--- src/rtl/core/prfcw_pkg.sv ---
// prfcw_pkg: types, constants and widths shared by the PLL rate calculator.
// No dependencies; imported by every module of the block.
package prfcw_pkg;

	localparam int OPC_W = 4;
	localparam int WORD_W = 32;
	localparam int RATE_W = 39;  // parent (32 b) times the largest factor (128)
	localparam int FAC_W = 8;    // multiplier factor, at most 128
	localparam int DIV_W = 10;   // divisor, at most 512 (audio P*M)
	localparam int REM_W = DIV_W - 1;  // remainder is below the divisor
	localparam int SHIFT_W = 2;

	localparam int QUEUE_DEPTH_DEF = 4;

	localparam logic [WORD_W-1:0] FIXED_HI = 32'd297_000_000;
	localparam logic [WORD_W-1:0] FIXED_LO = 32'd270_000_000;

	localparam int BIT_INT_MODE = 24;
	localparam int BIT_SEL_HI = 25;

	typedef enum logic [OPC_W-1:0] {
		SEL_CPU     = 4'd0,
		SEL_AUDIO   = 4'd1,
		SEL_VIDEO   = 4'd2,
		SEL_VE      = 4'd3,
		SEL_DDR0    = 4'd4,
		SEL_PERIPH0 = 4'd5,
		SEL_ISP     = 4'd6,
		SEL_PERIPH1 = 4'd7,
		SEL_DDR1    = 4'd8
	} pll_sel_t;

	// Decoded job: rate = ((parent * fac) >> shift) / div
	typedef struct packed {
		logic [WORD_W-1:0]  parent;
		logic [FAC_W-1:0]   fac;
		logic [SHIFT_W-1:0] shift;
		logic [DIV_W-1:0]   div;
		logic               sel_ok;
	} job_t;

endpackage

--- src/rtl/core/prfcw_front.sv ---
// prfcw_front: input handshake and per-PLL decode of the control word
// into a multiply/shift/divide job. Depends on prfcw_pkg.
module prfcw_front import prfcw_pkg::*; (
	input  logic              in_valid,
	output logic              in_ready,
	input  logic [OPC_W-1:0]  opcode,
	input  logic [WORD_W-1:0] ctrl_word,
	input  logic [WORD_W-1:0] parent_rate,
	input  logic              q_full,
	output logic              push,
	output job_t              job
);

	logic [5:0] n5;
	logic [2:0] k2;
	logic [8:0] nk;
	logic [2:0] m2;
	logic [4:0] m4;
	logic [7:0] n7;
	logic [4:0] n4;
	logic [5:0] am;
	logic [4:0] ap;
	logic [9:0] apm;

	assign in_ready = !q_full;
	assign push = in_valid && in_ready;

	assign n5 = {1'b0, ctrl_word[12:8]} + 6'd1;
	assign k2 = {1'b0, ctrl_word[5:4]} + 3'd1;
	assign nk = {3'd0, n5} * {6'd0, k2};
	assign m2 = {1'b0, ctrl_word[1:0]} + 3'd1;
	assign m4 = {1'b0, ctrl_word[3:0]} + 5'd1;
	assign n7 = {1'b0, ctrl_word[14:8]} + 8'd1;
	assign n4 = {1'b0, ctrl_word[11:8]} + 5'd1;
	assign am = {1'b0, ctrl_word[4:0]} + 6'd1;
	assign ap = {1'b0, ctrl_word[19:16]} + 5'd1;
	assign apm = {4'd0, am} * {5'd0, ap};

	always_comb begin
		job.parent = parent_rate;
		job.fac = FAC_W'(1);
		job.shift = '0;
		job.div = DIV_W'(1);
		job.sel_ok = 1'b1;
		case (opcode)
			SEL_CPU: begin
				job.fac = nk[FAC_W-1:0];
				job.shift = ctrl_word[17:16];
				job.div = DIV_W'(m2);
			end
			SEL_AUDIO: begin
				job.fac = ctrl_word[BIT_INT_MODE] ? FAC_W'(n4) : n7;
				job.div = apm;
			end
			SEL_VIDEO, SEL_VE, SEL_ISP: begin
				if (ctrl_word[BIT_INT_MODE]) begin
					job.fac = n7;
					job.div = (opcode == SEL_VIDEO) ? DIV_W'(m2) : DIV_W'(m4);
				end else begin
					job.parent = ctrl_word[BIT_SEL_HI] ? FIXED_HI : FIXED_LO;
				end
			end
			SEL_DDR0: begin
				job.fac = nk[FAC_W-1:0];
				job.div = DIV_W'(m2);
			end
			SEL_PERIPH0, SEL_PERIPH1: begin
				if (!ctrl_word[BIT_SEL_HI]) begin
					job.fac = nk[FAC_W-1:0];
					job.div = DIV_W'(2);
				end
			end
			SEL_DDR1: begin
				job.fac = n7;
				job.div = DIV_W'(m2);
			end
			default: begin
				// unknown selector: zero operand gives a zero rate
				job.parent = '0;
				job.sel_ok = 1'b0;
			end
		endcase
	end

endmodule

--- src/rtl/core/prfcw_queue.sv ---
// prfcw_queue: small FIFO of decoded jobs between front and back.
// Depends on prfcw_pkg. DEPTH must be a power of two, at least 2.
module prfcw_queue import prfcw_pkg::*; #(
	parameter int DEPTH = QUEUE_DEPTH_DEF
) (
	input  logic clk,
	input  logic arst_n,
	input  logic push,
	input  job_t push_job,
	output logic full,
	input  logic pop,
	output logic empty,
	output job_t head
);

	localparam int PTR_W = $clog2(DEPTH);
	localparam int CNT_W = $clog2(DEPTH + 1);

	job_t               mem_q [DEPTH];
	logic [PTR_W-1:0]   wr_ptr_q;
	logic [PTR_W-1:0]   rd_ptr_q;
	logic [CNT_W-1:0]   cnt_q;

	assign full = (cnt_q == CNT_W'(DEPTH));
	assign empty = (cnt_q == '0);
	assign head = mem_q[rd_ptr_q];

	always_ff @(posedge clk or negedge arst_n) begin
		if (!arst_n) begin
			wr_ptr_q <= '0;
			rd_ptr_q <= '0;
			cnt_q <= '0;
		end else begin
			if (push)
				wr_ptr_q <= wr_ptr_q + PTR_W'(1);
			if (pop)
				rd_ptr_q <= rd_ptr_q + PTR_W'(1);
			if (push && !pop)
				cnt_q <= cnt_q + CNT_W'(1);
			else if (pop && !push)
				cnt_q <= cnt_q - CNT_W'(1);
		end
	end

	always_ff @(posedge clk) begin
		if (push)
			mem_q[wr_ptr_q] <= push_job;
	end

endmodule

--- src/rtl/core/prfcw_back.sv ---
// prfcw_back: multiply, post-shift and a restoring divider with one
// quotient bit per stage. Depends on prfcw_pkg.
module prfcw_back import prfcw_pkg::*; (
	input  logic              clk,
	input  logic              arst_n,
	input  logic              job_valid,
	output logic              job_ready,
	input  job_t              job,
	output logic              out_valid,
	input  logic              out_ready,
	output logic [RATE_W-1:0] out_rate,
	output logic              select_valid
);

	localparam int STAGES = RATE_W;

	logic                en;

	logic                v_s1;
	logic [RATE_W-1:0]   prod_s1;
	logic [SHIFT_W-1:0]  shift_s1;
	logic [DIV_W-1:0]    dv_s1;
	logic                ok_s1;

	// divide chain, sd index d: index 0 holds the shifted dividend (stage s2),
	// index d > 0 has d quotient bits resolved; index STAGES drives the outputs
	logic                v_sd   [STAGES+1];
	logic                ok_sd  [STAGES+1];
	logic [RATE_W-1:0]   dq_sd  [STAGES+1];
	logic [REM_W-1:0]    rem_sd [STAGES];
	logic [DIV_W-1:0]    dv_sd  [STAGES];

	logic [DIV_W-1:0]    trial_c [STAGES];
	logic [DIV_W-1:0]    diff_c  [STAGES];
	logic                ge_c    [STAGES];

	assign en = !v_sd[STAGES] || out_ready;
	assign job_ready = en;

	assign out_valid = v_sd[STAGES];
	assign out_rate = dq_sd[STAGES];
	assign select_valid = ok_sd[STAGES];

	always_comb begin
		for (int k = 0; k < STAGES; k++) begin
			trial_c[k] = {rem_sd[k], dq_sd[k][RATE_W-1]};
			ge_c[k] = (trial_c[k] >= dv_sd[k]);
			diff_c[k] = trial_c[k] - dv_sd[k];
		end
	end

	always_ff @(posedge clk or negedge arst_n) begin
		if (!arst_n) begin
			v_s1 <= 1'b0;
			for (int k = 0; k <= STAGES; k++)
				v_sd[k] <= 1'b0;
		end else if (en) begin
			v_s1 <= job_valid;
			v_sd[0] <= v_s1;
			for (int k = 0; k < STAGES; k++)
				v_sd[k+1] <= v_sd[k];
		end
	end

	always_ff @(posedge clk) begin
		if (en) begin
			prod_s1 <= RATE_W'(job.parent) * RATE_W'(job.fac);
			shift_s1 <= job.shift;
			dv_s1 <= job.div;
			ok_s1 <= job.sel_ok;

			dq_sd[0] <= prod_s1 >> shift_s1;
			rem_sd[0] <= '0;
			dv_sd[0] <= dv_s1;
			ok_sd[0] <= ok_s1;

			for (int k = 0; k < STAGES; k++) begin
				dq_sd[k+1] <= {dq_sd[k][RATE_W-2:0], ge_c[k]};
				ok_sd[k+1] <= ok_sd[k];
			end
			for (int k = 0; k < STAGES - 1; k++) begin
				rem_sd[k+1] <= ge_c[k] ? diff_c[k][REM_W-1:0] : trial_c[k][REM_W-1:0];
				dv_sd[k+1] <= dv_sd[k];
			end
		end
	end

endmodule

--- src/rtl/core/pll_rate_from_control_word_top.sv ---
// Channel  | handshake           | payload
// in       | in_valid/in_ready   | opcode, ctrl_word, parent_rate
// out      | out_valid/out_ready | out_rate, select_valid
//
// One transaction per cycle sustained while the output is not stalled; the result
// passes through the job queue and the multiply and shift stages, then the 39-stage
// restoring divider. The pipeline advances as a whole when its last stage is free or
// being taken; during an output stall incoming transactions fill the QUEUE_DEPTH-entry
// job queue, then in_ready drops.
// arst_n clears the queue and all stage valids; no clearing pass is needed.
//
// Top level of the PLL rate calculator: front decode, job queue, back
// arithmetic. Depends on prfcw_pkg, prfcw_front, prfcw_queue, prfcw_back.
module pll_rate_from_control_word_top import prfcw_pkg::*; #(
	parameter int QUEUE_DEPTH = QUEUE_DEPTH_DEF
) (
	input  logic              clk,
	input  logic              arst_n,
	input  logic              in_valid,
	output logic              in_ready,
	input  logic [OPC_W-1:0]  opcode,
	input  logic [WORD_W-1:0] ctrl_word,
	input  logic [WORD_W-1:0] parent_rate,
	output logic              out_valid,
	input  logic              out_ready,
	output logic [RATE_W-1:0] out_rate,
	output logic              select_valid
);

	logic push;
	logic pop;
	logic q_full;
	logic q_empty;
	logic back_ready;
	job_t new_job;
	job_t head_job;

	assign pop = back_ready && !q_empty;

	prfcw_front u_front (
		.in_valid    (in_valid),
		.in_ready    (in_ready),
		.opcode      (opcode),
		.ctrl_word   (ctrl_word),
		.parent_rate (parent_rate),
		.q_full      (q_full),
		.push        (push),
		.job         (new_job)
	);

	prfcw_queue #(
		.DEPTH (QUEUE_DEPTH)
	) u_queue (
		.clk      (clk),
		.arst_n   (arst_n),
		.push     (push),
		.push_job (new_job),
		.full     (q_full),
		.pop      (pop),
		.empty    (q_empty),
		.head     (head_job)
	);

	prfcw_back u_back (
		.clk          (clk),
		.arst_n       (arst_n),
		.job_valid    (!q_empty),
		.job_ready    (back_ready),
		.job          (head_job),
		.out_valid    (out_valid),
		.out_ready    (out_ready),
		.out_rate     (out_rate),
		.select_valid (select_valid)
	);

endmodule

--- config.mk ---
export PLATFORM = sky130hd
export DESIGN_NAME = pll_rate_from_control_word_top
export DESIGN_NICKNAME = d
export VERILOG_FILES = /design/src/rtl/core/prfcw_pkg.sv /design/src/rtl/core/prfcw_front.sv /design/src/rtl/core/prfcw_queue.sv /design/src/rtl/core/prfcw_back.sv /design/src/rtl/core/pll_rate_from_control_word_top.sv
export SDC_FILE = /design/constraint.sdc
export NUM_CORES = 2
export LEC_CHECK = 0
export BUFFER_PORTS_ARGS = -buffer_cell sky130_fd_sc_hd__buf_2
export CELL_PAD_IN_SITES_DETAIL_PLACEMENT = 0
export CELL_PAD_IN_SITES_GLOBAL_PLACEMENT = 1
export CORE_MARGIN = 2
export CORE_UTILIZATION = 49
export CTS_CLUSTER_SIZE = 28
export DETAILED_ROUTE_END_ITERATION = 10
export GPL_ROUTABILITY_DRIVEN = 0
export PLACE_DENSITY_LB_ADDON = 0.2
export SYNTH_ARGS = -nofsm -noshare
export SYNTH_HDL_FRONTEND = slang
export SYNTH_SLANG_ARGS = --single-unit
--- constraint.sdc ---
create_clock -name clk -period 71.4 [get_ports clk]
set_clock_uncertainty 0.1 [all_clocks]
set_input_delay 3.57 -clock clk [delete_from_list [all_inputs] [get_ports clk]]
set_output_delay 3.57 -clock clk [all_outputs]
set_load 0.1 [all_outputs]
======== Word level (Yosys, flattened, before mapping) ========
Memory sizes are Yosys's and may differ from the RTL's.
Cells that the tools add are included.
cells by class
  shift-type cells ........................ 1
  equal/unequal tests ..................... 9
  reductions and logical operators ........ 19
  add/subtract/negate cells ............... 50
  mux-type cells .......................... 57
  $mul .................................... 3
  $lt $le $gt $ge ......................... 39
operator list
  kind                                                                    number
  10-bit greater-or-equal comparator                                      39
  9-bit two-way mux                                                       38
  9-bit subtractor                                                        38
  32-bit case mux with 2 select lines                                     1
  10-bit case mux with 4 select lines                                     1
  8-bit case mux with 5 select lines                                      1
  32-bit by 8-bit multiplier with 39-bit output                           1
  39-bit by 2-bit >> shifter with 39-bit output                           1
  32-bit two-way mux                                                      1
  25-bit two-way mux                                                      1
  8-bit two-way mux                                                       3
  4-bit by 3-bit equality test with 1-bit output (second input constant)  4
  4-bit by 1-bit adder with 5-bit output (second input constant)          3
  5-bit by 1-bit adder with 6-bit output (second input constant)          2
  6-bit by 5-bit multiplier with 10-bit output                            1
  10-bit two-way mux                                                      1
  9-bit OR reduction                                                      1
  7-bit by 1-bit adder with 8-bit output (second input constant)          1
  4-bit by 2-bit equality test with 1-bit output (second input constant)  2
  6-bit by 3-bit multiplier with 8-bit output                             1
  2-bit by 1-bit adder with 3-bit output (second input constant)          2
  3-bit two-way mux                                                       2
  3-bit OR reduction                                                      2
  6-bit OR reduction                                                      1
  16 further kinds                                                        30
storage, ports and cells
  bits in writable memories ............... 2553
  memories ................................ 5
  logic and storage cells ................. 231
  input port bits ......................... 72
  flip-flop bits (word level) ............. 100
memory list
  name           depth  width  rd ports  clocked after Yosys merged registers in  write ports  line               source
  u_back.dq_sd   40     39     40        0                                        40           prfcw_back.sv:29   logic [RATE_W-1:0] dq_sd [STAGES+1];
  u_back.dv_sd   39     10     39        0                                        39           prfcw_back.sv:31   logic [DIV_W-1:0] dv_sd [STAGES];
  u_back.rem_sd  39     9      39        0                                        39           prfcw_back.sv:30   logic [REM_W-1:0] rem_sd [STAGES];
  u_queue.mem_q  4      53     1         0                                        1            prfcw_queue.sv:19  job_t mem_q [DEPTH];
  u_back.ok_sd   40     1      40        0                                        40           prfcw_back.sv:28   logic ok_sd [STAGES+1];

======== Depth between registers and ports, before layout ========
  word-level depth ........................ 7
  gate-level depth with buffers ........... 26
  mapped depth without buffers ............ 21

======== Cells and area by module ========
From an unflattened synthesis, not the netlist that was laid out.
unflattened totals
  cell total of the unflattened synthesis .. 6519
  area, all modules ....................... 111948.6 um^2
by module, submodules not included
  module                          area an instance (um^2)  times used  cells an instance  sequential area each (um^2)
  prfcw_back                      101566.2                 1           5883               72614.6
  prfcw_queue                     8110.3                   1           311                6541.3
  prfcw_front                     2262.2                   1           323                0.0
  pll_rate_from_control_word_top  10.0                     1           2                  0.0

======== Least setup slack after synthesis ========
No wires, ideal clock.
  path type ............................... input to register
  start ................................... input out_ready
  end ..................................... register u_back.v_sd[1] (netlist name)
  path buffers ............................ 2
  data arrival time ....................... 76.063 ns
  cell stages on the path ................. 4
  data required time ...................... 71.044 ns
  library setup time ...................... 0.256 ns
  path slack .............................. -5.019 ns
  cells stage by stage .................... nand2b_1 > clkbuf_1 > clkbuf_1 > mux2_2
on the way
  word-level cells in the longest chain between the ends .. 1
ends and longest elaborated chain
  element                          line                                  source
  from (decl)                      pll_rate_from_control_word_top.sv:25  input logic out_ready,
  1-bit logical OR                 prfcw_back.sv:37                      assign en = !v_sd[STAGES] || out_ready;
  net back_ready                   pll_rate_from_control_word_top.sv:34  logic back_ready;
  to (signal, indexed assignment)  prfcw_back.sv:61                      v_sd[k+1] <= v_sd[k];
  to (decl)                        prfcw_back.sv:27                      logic v_sd [STAGES+1];
The timed path passes the listed nets, and every way through them passes these cells.
A chain may end at the register's enable or synchronous reset.

==> metrics <==
status=finished, final reports clean; maximum number of pins on one net before global-route repair=185; number of flops mapped to enable cells by yosys=2596; layout cells sized above 1=0.145; Critical Path End Type=register; CP bufs+invs=7; main flop type after synthesis=edfxtp_1; Clock transition at path regs=0.06 ns; register area share after synthesis=0.711; Crit path top cell by count=buf_4; clock sink count=2644; First-pass DRT Iterations=5; GRT Util Overall=0.139; library cells used by synthesis=59; Critical R2R Launch=u_queue.rd_ptr_q[1]; reg-to-reg setup timing slack=63.49 ns; worst slew pin tran=1.09 ns; Setup TNS=0 ns; Max Transition Viols Final=0; total of warnings raised by yosys=0; vias=51.2k; DIE AREA=0.231 sq mm; Worst setup SP type=input port; unrepaired setup endpoints after global routing=no; antenna violations before repair=1; Clock Tree Buf Depth=4; ANT nets after route=0; worst-path maximum fanout=90; post-cts resize count=0; CP startpoint=out_ready; Worst Hold Path EP=u_back.dq_sd[1][98]; worst r2r path cells=19; Post-synth ARST share=0.0182; FF+latch count, synth=2644; crit path cell chain=buf_2 > nand2b_4 > buf_4 > buf_4 > buf_4 > buf_4 > buf_4 > buf_4; WL final=160000 um; number of port buffers=100; Slew Limit Headroom=0.271; max cap viols=0; post-route clock period utilization=0.124; first-pass GRT wire length=264000 um; Vias/cell=5.05; FP Rows=174; Syn Inst Count=6624; CTS tree=built; P&R area growth vs syn=11.7%; starting density of the core=0.494; Wirelength per Cell=15.8 um; Die X=481 um; worst r2r dst=u_back.prod_s1[37]; Detailed Route Iter0 Violations=2939; number of setup buffers added after CTS=0; CP Class=input port to register; die height=481 um; Hold Crit Depth=0; Core ar.=0.225 sq mm; total grt overflow=0; required time of the critical path=71.82 ns; CTS buffer count=292; vias in the first global route=53.3k; minimum clock period=8.85 ns; Hold Crit Class=register to register; Post-Synthesis Net Count=7403; cell family with most CP delay=buffers and inverters; H-tree levels=5; detailed placer's ending HPWL=101000 um; Critical Path Slowest Stage Cell=buf_4; synthesized area=0.111 sq mm; count of final hold-check violations=0; DRC viols=0; hold path start=u_back.dq_sd[1][58]; # nets final=7725; Avg Inst Size Synth=16.8 sq um; fmax=113 MHz; Worst Path Arrival=9.27 ns; root buf cell=clkbuf_16; Clk Latency, worst-skew pair=0.90 ns; IO Count=114; hold buffer count at cts=0; final count of negative-setup-slack endpoints=0; Crit path largest cell delay=0.94 ns
## cell type report
cell class,count,area [sq um]
fillers,17600,101000
flip-flops and latches,2644,79200
multi-input cells,3127,28900
clock buffers,343,7580
well taps,2992,3740
inverters,735,2760
clock inverters,140,1390
repair buffers,146,858
diodes,2,5.00
## per-layer routing
layer,share of wire,global-route usage,vias up
met5,0,0,-
met4,0.032,0.0524,0
met3,0.031,0.0241,387
met2,0.50,0.237,668
met1,0.44,0.177,25300
li1,-,-,24900
## sequential cells by signal, indices dropped and copies added (netlist names)
register	flops
u_back.dq_sd	1560
u_back.dv_s1	10
u_back.dv_sd	390
u_back.ok_s1	1
u_back.ok_sd	40
u_back.out_valid	1
u_back.prod_s1	39
u_back.rem_sd	342
u_back.shift_s1	2
u_back.v_s1	1
u_back.v_sd	39
u_queue.cnt_q	3
u_queue.mem_q	212
u_queue.rd_ptr_q	2
u_queue.wr_ptr_q	2
## through the flow
| step | utilization | std cells | worst slack [ns] | hold slack [ns] | cell area [sq um] |
|---|---|---|---|---|---|
| floorplan | - | 6624 | 33.89 | 0.300 | 111000 |
| global placement | 0.512 | 9644 | 61.60 | 0.300 | 115000 |
| detailed placement | 0.512 | 9644 | 61.45 | 0.305 | 115000 |
| CTS | 0.552 | 10100 | 62.44 | 0.266 | 124000 |
| global route | 0.552 | 10100 | 61.99 | 0.280 | 124000 |
| finish | 0.552 | 10100 | 62.55 | 0.263 | 124000 |
## worst max-delay path by stage
stage,endpoint,slack (ns),cells past startpoint
after floorplan,u_back.v_sd[1],33.89,4
after global placement,u_back.dv_sd[4][40],61.60,8
after detailed placement,u_back.dv_sd[4][40],61.45,8
after CTS,u_back.dq_sd[3][237],62.44,8
after global routing,u_back.dq_sd[4][5],61.99,8
final,u_back.dv_sd[4][66],62.55,8
## cells in the final DEF (no fill, tap or decap), types with 8 or more instances in the layout
cell       synthesis  layout
nor2b_1          134     134
nand2b_1         111     110
nand2_1          119     119
xor2_1           139     139
and3_1            12       8
nor2_1           288     288
bufinv_16          0      25
a21o_1           246     246
fa_1             233     233
dfrtp_1           48      46
or2_2             29      29
nand4_1           86      86
a21oi_1          111     111
o21ai_1           72      69
nand3_1           15      15
clkbuf_16          0     296
mux4_2            52      52
a31oi_1           42      42
clkinv_2           0      39
ha_1             474     474
a21oi_2           37      37
buf_4             39      45
nor3_1            29      29
and2_1            24      24
clkbuf_1          56      47
o21a_1            22      22
buf_2              9     100
xnor2_1          188     188
mux2i_1          114     114
mux2_2           336     336
clkinv_1           0      54
edfxtp_1        2596    2596
a211oi_2          37      37
inv_1            735     735
o21ai_0          115     112
## synth_stat cells, types with 13 or more instances
cell type | number | share of area
o21a_1 | 22 | 0.0015
fa_1 | 233 | 0.042
nand4_1 | 86 | 0.0048
a21o_1 | 246 | 0.017
nor2b_1 | 134 | 0.0075
clkbuf_1 | 56 | 0.0019
a21oi_1 | 111 | 0.0050
o21ai_1 | 72 | 0.0032
nand3_1 | 15 | 0.00067
mux4_2 | 52 | 0.011
or2_2 | 29 | 0.0016
buf_4 | 39 | 0.0026
o21ai_0 | 115 | 0.0052
mux2_2 | 336 | 0.034
inv_1 | 735 | 0.025
nor2_1 | 288 | 0.0097
ha_1 | 474 | 0.053
nor3_1 | 29 | 0.0013
mux2i_1 | 114 | 0.010
xor2_1 | 139 | 0.011
buf_1 | 13 | 0.00044
a21oi_2 | 37 | 0.0029
dfrtp_1 | 48 | 0.011
xnor2_1 | 188 | 0.015
edfxtp_1 | 2596 | 0.70
a211oi_2 | 37 | 0.0042
nand2b_1 | 111 | 0.0062
nand2_1 | 119 | 0.0040
and2_1 | 24 | 0.0013
a31oi_1 | 42 | 0.0024
## logic make-up (layout without fill, tap and decap cells)
| logic type | after synthesis | in the layout | share of synthesized area |
|---|---|---|---|
| AND/OR/NAND/NOR | 867 | 867 | 0.0394 |
| adder cells (fa/ha/maj) | 707 | 707 | 0.0952 |
| multiplexers | 502 | 502 | 0.0547 |
| XOR/XNOR | 327 | 327 | 0.0257 |
| buffers and inverters | 853 | 1364 | 0.0302 |
| AO/OA/AOI/OAI | 724 | 724 | 0.0439 |
| flip-flops | 2644 | 2644 | 0.711 |
| other | 0 | 2 | 0 |
## worst register-to-register path: stages (launching register included)
cell and delay, ns:
dfrtp_4 0.72, buf_4 0.80, mux2_2 0.49, o21ai_1 0.66, nor2_1 0.15, fa_1 0.60
fa_1 0.45, fa_1 0.54, inv_1 0.05, fa_1 0.52, inv_1 0.04, ha_1 0.37
a21oi_1 0.28, nand2_1 0.10, o21ai_0 0.34, a21oi_1 0.17, o31ai_1 0.61, o311ai_1 0.34
a211o_1 0.33, nand4_1 0.09
Power is left out: the tool's default activity adds up to more than one toggle a clock period on the data nets, which glitch-free logic cannot reach.
